### src/gnft_ram.sv
// Generic single write port, single read port RAM with registered read.
`timescale 1ns / 1ps
module gnft_ram #(
	parameter int WIDTH = 8,
	parameter int DEPTH = 64
) (
	input  logic                     clk,
	input  logic                     we,
	input  logic [$clog2(DEPTH)-1:0] waddr,
	input  logic [WIDTH-1:0]         wdata,
	input  logic [$clog2(DEPTH)-1:0] raddr,
	output logic [WIDTH-1:0]         rdata
);

	logic [WIDTH-1:0] mem_q [DEPTH];

	// write and registered read
	always_ff @(posedge clk) begin
		if (we) begin
			mem_q[waddr] <= wdata;
		end
		rdata <= mem_q[raddr];
	end

endmodule

### config.mk
export PLATFORM = sky130hd
export DESIGN_NAME = gnft_ram
export DESIGN_NICKNAME = d
export VERILOG_FILES = /design/src/gnft_ram.sv
export SDC_FILE = /design/constraint.sdc
export NUM_CORES = 1
export LEC_CHECK = 0
export ABC_AREA = 1
export BUFFER_PORTS_ARGS = -buffer_cell sky130_fd_sc_hd__buf_2
export CORE_ASPECT_RATIO = 0.8
export CORE_MARGIN = 10
export CORE_UTILIZATION = 60
export DETAILED_ROUTE_END_ITERATION = 6
export PLACE_DENSITY_LB_ADDON = 0.1
export REMOVE_ABC_BUFFERS = 1
export SLEW_MARGIN = 20
export SYNTH_ARGS = -nofsm -noshare
export SYNTH_HDL_FRONTEND = slang
export SYNTH_SLANG_ARGS = --single-unit
### constraint.sdc
create_clock -name clk -period 2.9 [get_ports clk]
set_clock_uncertainty 0.1 [all_clocks]
set_input_delay 0.87 -clock clk [delete_from_list [all_inputs] [get_ports clk]]
set_output_delay 0.87 -clock clk [all_outputs]
set_load 0.01 [all_outputs]
== Word level (Yosys, flattened, before mapping) ==
Memory sizes are Yosys's and may differ from the RTL's. A register that Yosys moved wholly into a read port is not among the register bits.
Cells that the tools add are included.
Word-level totals
  register bits after elaboration: 0
  memory bits (writable): 512
  input bits: 22
  output and inout bits: 8
  word-level logic and storage cells: 3
  memories kept: 1
Operators by class
  multiplexer cells: 2
Memory list
  mem_q: depth 64, bits a word 8, read ports 1, clocked after memory_dff 1, wr ports 1, RTL line 15  | logic [WIDTH-1:0] mem_q [DEPTH];
Operator list (count)
  1-bit 2-to-1 mux: 2

== Longest topological paths before layout ==
  depth in word-level cells: 2
  mapped depth: 12
  gate-level depth less buffers: 9

== Worst setup path after synthesis ==
OpenSTA, ideal clock, no wires.
  kind: input to register
  from: input port we
  to: memory mem_q[48][0], enable pin
  library setup time: 0.395 ns
  arrival time: 2.241 ns
  data required time: 2.405 ns
  setup slack: 0.164 ns
  stages on the path: 3
  path buffers: 1
  cell sequence: clkbuf_1 nand4_1 nor4_1
On the way
  word-level cells in the longest chain between the ends: 2
Ends and longest elaborated chain
  start: declaration: RTL line 8  | input logic we,
  1-bit 2-to-1 mux: RTL line 19  | if (we) begin
  1-bit 2-to-1 mux (not written as such): RTL line 20  | mem_q[waddr] <= wdata;
  end: declaration: RTL line 15
No other way between the ends.

== Worst setup path after layout ==
  from: register rdata[2], read port of mem_q
  to: output port rdata[2]
RTL lines
  start: declaration: RTL line 12  | output logic [WIDTH-1:0] rdata
No word-level cell between the ends.

==> impl_metrics.tcl <==
set metrics [dict create \
    status "completed" \
    n_fill_cell 2553 \
    dp_hpwl_um 31300 \
    crit_slowest_cell "dfxtp_1" \
    hold_path_depth 3 \
    ys_seq_area_share_pct 72.8 \
    grt_remaining_overflow 0 \
    firstDrtPassIters 5 \
    dr.first_iter.drc_count 1745 \
    route.met3.wl_um 4700 \
    die_h_um 189 \
    ctsHoldBuffers 0 \
    synthToLayoutAreaGrowth_pct 12.1 \
    multi_input_area_um2 4950 \
    htree_levels 2 \
    tritoncts.num_buffers 50 \
    initial_core_util_pct 61.0 \
    met2_length_um 25300 \
    path_cells "buf_2" \
    synthAdderAreaFrac_pct 0 \
    hold_start "raddr[5]" \
    clk_path_buf_depth 3 \
    pwr-share-comb_pct 6.5 \
    fin_crit_sh_pct 72.6 \
    rsz0062_at_grt "no" \
    final_nets 1905 \
    drc 0 \
    viasPerCell 5.94 \
    clock_latency_ns 0.57 \
    num_rows 61 \
    crit_cells 1 \
    crit_buf_inv 1 \
    antenna_found_initial 1 \
    cts_sinks 520 \
    avgSynthCellArea_um2 11.8 \
    p_sw_share_pct 22.2 \
    clockPowerShare_pct 40.0 \
    critPathArrivalTime_ns 1.14 \
    fmax_mhz 475 \
    tightest_slew_ns 0.843 \
    synthXorXnorAreaFrac_pct 0 \
    worst_ep_required_time_ns 1.93 \
    wire_per_inst_um 22.4 \
    pin_count 30 \
    finalInstanceArea_um2 23900 \
    hold_viol 0 \
    worstSetupPathType "reg -> out" \
    grt_max_degree 121 \
    post-route-worst-setup-slack_ns 0.794 \
    wl_met1_um 22100 \
    cp_top_family "flip-flops" \
    clock-root-buffer "clkbuf_16" \
    drive_above_1_share_pct 10.9 \
    vias 14200 \
    core_um2 35000 \
    synth.distinct_cells 16 \
    postRouteWirelength_um 53600 \
    yosys_warnings 0 \
    crit_fanout 1 \
    design_power_total_mw 15.6 \
    die_w_um 231 \
    reg2reg_depth 8 \
    grt_pass1_wl_um 81800 \
    fin_cells 2395 \
    gp_congestion 0.886 \
    cts_resized 0 \
    p_int_mw 12.2 \
    synth_cells 1805 \
    ant_nets 0 \
    seqPwrFrac_pct 53.4 \
    dieArea_um2 43600 \
    synth_top_family_by_area "simple AND/OR/NAND/NOR gates" \
    grt_pass1_vias 13700 \
    timing.slew.headroom_pct 43.8 \
    cp-end-kind "output pin" \
    slew_violations 0 \
    ir_drop_mv 0.664 \
    period_minus_slack_ns 2.11 \
    post_cts_buffers 0 \
    ff_latch_area_um2 15500 \
    path_clk_slew_ns 0.06 \
    place_area_um2 22400 \
    synthSimpleGateAreaFrac_pct 23.2 \
    placed_cells 2303 \
    crit_path_start_kind "flip-flop" \
    finalSetupTns_ns 0 \
    ys_seq_elements 520 \
    setup_viol 0 \
    p_leak_nw 8.79 \
    cpPeakStageDelay_ns 0.40 \
    portBuffers 29 \
    r2r-start "mem_q[31][5]$_DFFE_PP_" \
    cp-startpoint "rdata[2]$_DFF_P_" \
    min_path_type "in -> reg" \
    muxShareOfSynthArea_pct 0 \
    preCtsSetupSlack_ns 0.226 \
    max_cap_viol_count 0 \
    power_density_nw_per_um2 653 \
    cts_tree "built" \
    synth-compound-area-share_pct 0 \
    p_switching_mw 3.46 \
    syn-cell-area_um2 21300 \
    grt_usage_pct 24.5 \
    routed.top_layer "met4" \
]
-- path summary, 6_finish.rpt --
check,end,slack (ns)
min reg2reg,rdata[6]$_DFF_P_,0.72
max reg2reg,rdata[5]$_DFF_P_,1.46
max,rdata[2],0.79
min,rdata[6]$_DFF_P_,0.58
-- cell families after synthesis --
group / count (synthesis)
buffers and inverters: 125
and+or+nand+nor: 1160
DFF: 520
-- worst register-to-register path: stages, from the launching register on --
cell and delay (ns):
edfxtp_1 0.35, nand2_1 0.07, nand3_1 0.11, nand3_1 0.20, nand2_1 0.08, nand2_1 0.07, nand3_1 0.11, nand3_1 0.19
nand2_1 0.07
-- power groups by stage --
stage	logic, mW	registers (mW)	clock network (mW)
after global routing	1.11	8.34	6.65
after detailed placement	1.01	8.50	0
final	1.02	8.34	6.25
after floorplan	0.420	8.50	0
after global placement	0.998	8.50	0
after CTS	1.02	8.34	6.32
-- registers in the layout, indices dropped and copies added (netlist names) --
| name | count |
|---|---|
| rdata | 8 |
| mem_q | 512 |
-- stage by stage --
step / utilization [%] / hold slack (ns)
6_report: 68.5 / 0.583
5_1_grt: 68.5 / 0.575
4_1_cts: 68.5 / 0.556
3_5_place_dp: 64.0 / 0.705
3_3_place_gp: 64.0 / 0.698
2_1_floorplan: - / 0.621
-- Yosys cell counts --
master	number	area, um2
nand2_1	648	2430
edfxtp_1	512	15400
nand3_1	439	2200
nor2_1	56	210
buf_2	37	185
buf_6	35	394
clkbuf_1	15	56.3
buf_4	14	105
buf_1	10	37.5
inv_1	10	37.5
nand4_1	9	56.3
dfxtp_1	8	160
nor4_1	8	50.1
buf_8	2	30.0
inv_2	1	3.75
inv_6	1	8.76
-- cells in the final DEF, fill, tap and decap left out --
master / n
buf_12: 21
inv_6: 1
nor2_1: 56
dfxtp_1: 8
nor4_1: 8
nand3_1: 439
clkbuf_1: 15
nand2_1: 648
clkbuf_8: 2
inv_1: 8
buf_6: 1
edfxtp_1: 512
clkbuf_16: 53
nand4_1: 9
inv_2: 2
clkinvlp_4: 3
clkinv_1: 9
inv_4: 1
buf_4: 90
buf_2: 27
clkinv_2: 7
bufinv_16: 2
diode_2: 1
-- final cells by class --
class,instances,area share (%)
clock buffers,70,5.89
multi-input cells,1160,20.7
well taps,472,2.47
inverters,12,0.220
flip-flops and latches,520,64.9
diodes,1,0.0105
repair buffers,139,5.19
clock inverters,21,0.633
-- per-layer routing --
metal	up-vias	track usage, %
met5	-	0
li1	6506	-
met3	104	4.31
met1	6956	34.3
met2	669	38.6
met4	0	7.81
Power figures use the tool's default switching activity.
