$ cat src/gnft_pkg.sv
// Shared constants, codes and beat types for the gradient noise texel block.
`timescale 1ns / 1ps
package gnft_pkg;

	localparam int TABLE_DEPTH = 64;
	localparam int IDX_W       = $clog2(TABLE_DEPTH);
	localparam int MAX_OCTAVES = 16;
	localparam int OCT_W       = $clog2(MAX_OCTAVES);
	localparam int FRAC_BITS   = 28;
	localparam int COORD_W     = 20;
	localparam int DSH_W       = 24;
	localparam int MOD_CELLS   = COORD_W;
	localparam int GRAD_W      = 16;
	localparam int U_W         = FRAC_BITS + 1;
	localparam int V_W         = FRAC_BITS + 2;
	localparam int PROD_W      = GRAD_W + V_W;
	localparam int DOT_W       = 24;
	localparam int TERM_W      = 26;
	localparam int OSUM_W      = 28;
	localparam int ACC_W       = 32;
	localparam int CFG_IDX_W   = 3;

	localparam logic [ACC_W-1:0] OFFSET_Q20 = 32'd985661;
	localparam logic [20:0]      FACTOR_Q20 = 21'd551551;
	localparam logic [20:0]      UNITY_Q20  = 21'd1048576;

	// input item functions
	localparam logic [1:0] FUNC_PERM  = 2'd0;
	localparam logic [1:0] FUNC_GRAD  = 2'd1;
	localparam logic [1:0] FUNC_PIXEL = 2'd2;

	// configuration register indexes
	localparam logic [CFG_IDX_W-1:0] CFG_OCTAVES = 3'd0;
	localparam logic [CFG_IDX_W-1:0] CFG_TURB    = 3'd1;
	localparam logic [CFG_IDX_W-1:0] CFG_TILE    = 3'd2;
	localparam logic [CFG_IDX_W-1:0] CFG_XSTEP   = 3'd3;
	localparam logic [CFG_IDX_W-1:0] CFG_YSTEP   = 3'd4;
	localparam logic [CFG_IDX_W-1:0] CFG_XPER    = 3'd5;
	localparam logic [CFG_IDX_W-1:0] CFG_YPER    = 3'd6;

	// beat moving along the remainder cell row
	typedef struct packed {
		logic               valid;
		logic               sel;
		logic [COORD_W-1:0] rem;
		logic [DSH_W-1:0]   dsh;
	} mod_beat_t;

	// one lattice corner handed to the corner unit
	typedef struct packed {
		logic                     valid;
		logic                     last;
		logic [U_W-1:0]           ux;
		logic [U_W-1:0]           uy;
		logic signed [V_W-1:0]    vx;
		logic signed [V_W-1:0]    vy;
		logic signed [GRAD_W-1:0] gx;
		logic signed [GRAD_W-1:0] gy;
	} corner_beat_t;

	// weighted corner contribution
	typedef struct packed {
		logic                     valid;
		logic                     last;
		logic signed [TERM_W-1:0] term;
	} corner_term_t;

endpackage

$ cat src/gnft_mod_cell.sv
// One restoring remainder cell: conditional subtract, divisor moves down a bit.
`timescale 1ns / 1ps
module gnft_mod_cell import gnft_pkg::*; (
	input  logic      clk,
	input  logic      arst_n,
	input  mod_beat_t din,
	output mod_beat_t dout
);

	logic             fits;
	logic [DSH_W-1:0] rem_wide;
	mod_beat_t        beat_q;

	assign rem_wide = DSH_W'(din.rem);
	assign fits     = rem_wide >= din.dsh;

	// subtract when the shifted divisor fits, hand on to the neighbor
	always_ff @(posedge clk or negedge arst_n) begin
		if (!arst_n) begin
			beat_q <= '0;
		end else begin
			beat_q.valid <= din.valid;
			beat_q.sel   <= din.sel;
			beat_q.rem   <= fits ? COORD_W'(rem_wide - din.dsh) : din.rem;
			beat_q.dsh   <= din.dsh >> 1;
		end
	end

	assign dout = beat_q;

endmodule

$ cat config.mk
export PLATFORM = sky130hd
export DESIGN_NAME = gnft_mod_cell
export DESIGN_NICKNAME = d
export VERILOG_FILES = /design/src/gnft_pkg.sv /design/src/gnft_mod_cell.sv
export SDC_FILE = /design/constraint.sdc
export NUM_CORES = 1
export LEC_CHECK = 0
export ABC_AREA = 1
export BUFFER_PORTS_ARGS = -buffer_cell sky130_fd_sc_hd__buf_2
export CORE_ASPECT_RATIO = 1.4
export CORE_MARGIN = 2
export CORE_UTILIZATION = 40
export CTS_CLUSTER_DIAMETER = 200
export CTS_CLUSTER_SIZE = 16
export DETAILED_ROUTE_END_ITERATION = 8
export PLACE_DENSITY = 0.63
export SLEW_MARGIN = 15
export SYNTH_ARGS = -nofsm -noshare
export SYNTH_HDL_FRONTEND = slang
export SYNTH_SLANG_ARGS = --single-unit
$ cat constraint.sdc
create_clock -name clk -period 0.82 [get_ports clk]
set_clock_uncertainty 0.1 [all_clocks]
set_input_delay 0.164 -clock clk [delete_from_list [all_inputs] [get_ports clk]]
set_output_delay 0.164 -clock clk [all_outputs]
set_load 0.01 [all_outputs]
* After elaboration in Yosys (flattened, before gate mapping)
Index checks and enable logic that the tools add are counted.
W data, S select, Z words.
** Storage, ports and cells
- Word-level logic and storage cells :: 7
- Flip-flop bits (word level) :: 45
- Input bits :: 48
** Cells by class
- Order comparisons :: 1
- Add/subtract/negate cells :: 1
- Multiplexer cells :: 1
** Operators by type and width (number)
- $ge A20 B24 Y1 :: 1
- $mux W20 :: 1
- $sub A20 B20 Y20 :: 1

* Depth between registers and ports, before layout
- Depth after elaboration :: 2
- Gate-level depth with buffers :: 14
- Mapped depth without buffers :: 13

* Worst setup path after synthesis
Ideal clock, no wire load.
- Path kind :: in2reg
- Start point :: in din[24] (netlist name)
- End point :: reg beat_q (netlist bit dout[33])
- Data required time :: 601 ps
- Slack :: -1017 ps
- Buffers on the path :: 1
- Cell stages on the path :: 14
- Arrival :: 1619 ps
- Setup time :: 119 ps
- Cell sequence :: inv_1 ha_1 fa_1 inv_2 nand2_1 nand2_1 nand3_1 nand3_1 nand2_2 nand3_4 inv_4 buf_6 nand2_1 o21ai_2
** Between the ends
- Cells in the longest elaborated chain, start to end :: 2
- Elaborated cells between the ends (all ways) :: 3
- Classes of those cells :: 1 x add/sub; 1 x order compare; 1 x mux
** Ends and longest elaborated chain
- start, declared :: RTL line gnft_mod_cell.sv:6 : input mod_beat_t din,
- $sub A20 B20 Y20 / $ge A20 B24 Y1 (equally long branches) :: RTL line gnft_mod_cell.sv:24, gnft_mod_cell.sv:15
- $mux W20 (*) :: RTL line gnft_mod_cell.sv:24 : beat_q.rem <= fits ? COORD_W'(rem_wide - din.dsh) : din.rem;
- end, declared :: RTL line gnft_mod_cell.sv:12 : mod_beat_t beat_q;
Every way passes the cells marked *; elsewhere a longest branch is shown, timed or not.

* Worst setup path in the final report
- Start point :: in din[24] (netlist name)
- End point :: reg beat_q (netlist bit dout[32])
Same word-level chain as after synthesis.

==> flow_metrics.py <==
metrics = {
    "global_route": {
        "gr-usage-all-layers": 0.226,
        "busiest_layer": "met2",
        "grt_pass1_vias": 2923,
        "grt_max_degree": 46,
        "grt_pass1_wl_um": 13000,
        "grtUsageMet1": 0.229,
        "globalRouteMet3Util": 0.0323,
        "grt_use_met2": 0.442,
        "antenna_found_initial": 0,
        "grt.overflow.total": 0,
    },
    "final_layout": {
        "multi_input_area_um2": 1660,
        "final_cell_mix": "98 x nand2_1, 82 x buf_2, 63 x buf_4",
        "fin_area_um2": 4650,
        "num_antenna_cells": 0,
        "drive_gt1_frac": 0.444,
        "largest_reg_flops": 45,
        "final_common_cell": "nand2_1",
        "ff_latch_area_um2": 1130,
        "nNetsFinal": 624,
        "fillers": 610,
        "area_growth_pct": 67.0,
    },
    "sta": {
        "fmax_mhz": 649,
        "fin_crit_sh": 1.88,
        "final.min_clock_period_ns": 1.54,
        "grt_setup_unrepaired": "true",
        "final-hold-violation-count": 10,
        "worst_slack_ns": -0.721,
        "whs_ns": -0.0427,
        "setup_viol": 65,
        "final_max_slew_viol_count": 0,
        "setup_tns_ns": -24.71,
    },
    "placed_design": {
        "dp_hpwl_um": 6150,
        "dp_slack_ns": -1.20,
        "placed_area_um2": 3830,
        "place_congestion": 0.885,
        "portBuffers": 92,
    },
    "route": {
        "drcViolationCount": 0,
        "drt_wl_total_um": 8400,
        "num_vias": 2917,
        "drtAntennaViolNets": 0,
        "viasPerCell": 4.48,
        "wl_per_cell_um": 12.9,
        "drt_first_pass_iters": 4,
        "drt_iter0_drc": 88,
    },
    "power_and_ir_drop": {
        "power_density_nw_per_um2": 1370,
        "p_leak_nw": 2.50,
        "switching_share": 0.303,
        "p_comb_frac": 0.351,
        "p_int_mw": 4.43,
        "power_mw": 6.36,
        "ir_drop_mv": 1.00,
        "p_switching_mw": 1.93,
        "p_seq_frac": 0.374,
        "p_clk_frac": 0.275,
    },
    "floorplanning": {
        "die_w_um": 74.5,
        "io_pins": 94,
        "fp.dieH_um": 103,
        "core_area_um2": 6850,
        "rows": 36,
        "die_area_um2": 7650,
        "initial_core_util": 0.407,
    },
    "clocking": {
        "cts_hold_buf": 26,
        "cts-root-buf": "clkbuf_8",
        "cts_made_buffers": 5,
        "cts_buffer_depth": 2,
        "cts_tree": "built",
        "cts_htree_levels": 2,
        "clk_pin_slew_ns": 0.09,
        "clkSinkCount": 45,
    },
    "synthesis": {
        "ys_top_cells_by_area": "dfrtp_1 40%, nand2_1 16%, ha_1 9.0%",
        "synth_seq_cells": 45,
        "synth-warning-count": 0,
        "yosys.cell_types.count": 28,
        "synthesis.area_um2": 2780,
        "yosysSeqAreaShare": 0.404,
        "syn_avg_cell_area_um2": 7.63,
        "synth_cells": 365,
        "synth_top_area_cell": "dfrtp_1",
        "synth_top_cell_area_share": 0.404,
        "synth_fp_nets": 434,
    },
    "outcome": {
        "status": "finished with violations",
        "violations": "hold timing, setup timing",
    },
    "setup_path": {
        "arrival_ns": 1.63,
        "startpoint_type": "input port",
        "path_class": "input port to flip-flop",
        "crit_required_ns": 0.91,
        "endpoint_kind": "flip-flop",
        "path_max_fanout": 11,
    },
    "run": {
        "max_cap_violations": 0,
    },
    "min_path": {
        "min_path_type": "input port to flip-flop",
    },
}
[layer usage]
metal	wire, um	vias to the layer above
met5	0	-
met3	263	19
met1	3050	1328
met4	275	0
li1	-	1510
met2	4810	60
[path summary, 6_finish.rpt]
| path | start | end | slack (ns) | cells past startpoint |
|---|---|---|---|---|
| max | din[24] | dout[32]$_DFF_PN0_ | -0.72 | 15 |
| min | din[13] | dout[12]$_DFF_PN0_ | -0.04 | 2 |
| max in group asynchronous | arst_n | dout[17]$_DFF_PN0_ | 0.14 | 3 |
| min in group asynchronous | arst_n | dout[34]$_DFF_PN0_ | 0.26 | 3 |
[power groups by stage]
stage	registers, mW	logic (mW)	clock network [mW]
after floorplan	2.49	0.891	0
after global placement	2.42	1.84	0
after detailed placement	2.42	1.85	0
after CTS	2.37	2.09	1.82
after global routing	2.39	2.47	1.89
final	2.38	2.23	1.75
[kinds of logic (layout without fill, tap and decap cells)]
| kind of cell | count (synthesis) | after routing | share of synthesized area |
|---|---|---|---|
| AO/OA/AOI/OAI | 33 | 33 | 0.0782 |
| XOR/XNOR | 9 | 9 | 0.0283 |
| adder cells (fa/ha/maj) | 21 | 21 | 0.0971 |
| buffers and inverters | 65 | 256 | 0.0980 |
| flip-flops | 45 | 45 | 0.404 |
| other | 1 | 1 | 0.00135 |
| AND/OR/NAND/NOR | 191 | 191 | 0.293 |
[repair_timing]
| item | CTS | global route |
|---|---|---|
| gates resized for setup | 38 | 37 |
| endpoints found under the hold margin | 82 | 8 |
| buffers inserted | 7 | 1 |
| cloned | 2 | 0 |
| pin swaps | 4 | 5 |
| endpoints found under the setup margin | 65 | 65 |
[cell usage after synthesis]
| cell type | count |
|---|---|
| a21oi_1 | 13 |
| a21oi_2 | 1 |
| and2_1 | 2 |
| buf_4 | 1 |
| buf_6 | 3 |
| conb_1 | 1 |
| dfrtp_1 | 45 |
| fa_1 | 1 |
| ha_1 | 20 |
| inv_1 | 59 |
| inv_2 | 1 |
| inv_4 | 1 |
| nand2_1 | 121 |
| nand2_2 | 6 |
| nand3_1 | 23 |
| nand3_4 | 1 |
| nand3b_1 | 4 |
| nand4_1 | 2 |
| nor2_1 | 23 |
| nor2_2 | 2 |
| nor3_1 | 6 |
| o21ai_0 | 3 |
| o21ai_1 | 2 |
| o21ai_2 | 11 |
| o21bai_1 | 3 |
| or2_1 | 1 |
| xnor2_1 | 5 |
| xor2_1 | 4 |
[through the flow]
step	utilization	std cells	hold slack, ns
2_1_floorplan	-	365	-0.232
3_3_place_gp	0.559	608	0.0596
3_5_place_dp	0.559	608	0.0635
4_1_cts	0.651	650	-0.0520
5_1_grt	0.679	651	-0.0464
6_report	0.679	651	-0.0427
[worst max-delay path: stages]
cell and delay (ns):
buf_8 0.09, inv_8 0.03, ha_4 0.15, fa_2 0.34, inv_2 0.07, nand2_1 0.05, nand2_2 0.07, nand3_2 0.07
nand3_2 0.10, nand2_2 0.06, nand3_4 0.09, inv_8 0.07, buf_12 0.15, nand2_2 0.06, o21ai_2 0.05
[final cells by class]
cell class                 count  share of cell area
clock buffer                   7              0.0186
clock inverter                 1             0.00646
inverter                      61              0.0525
multi-input combinational    255               0.358
sequential                    45               0.242
tap                           95              0.0256
timing repair buffer         187               0.297
Power figures use the tool's default switching activity.
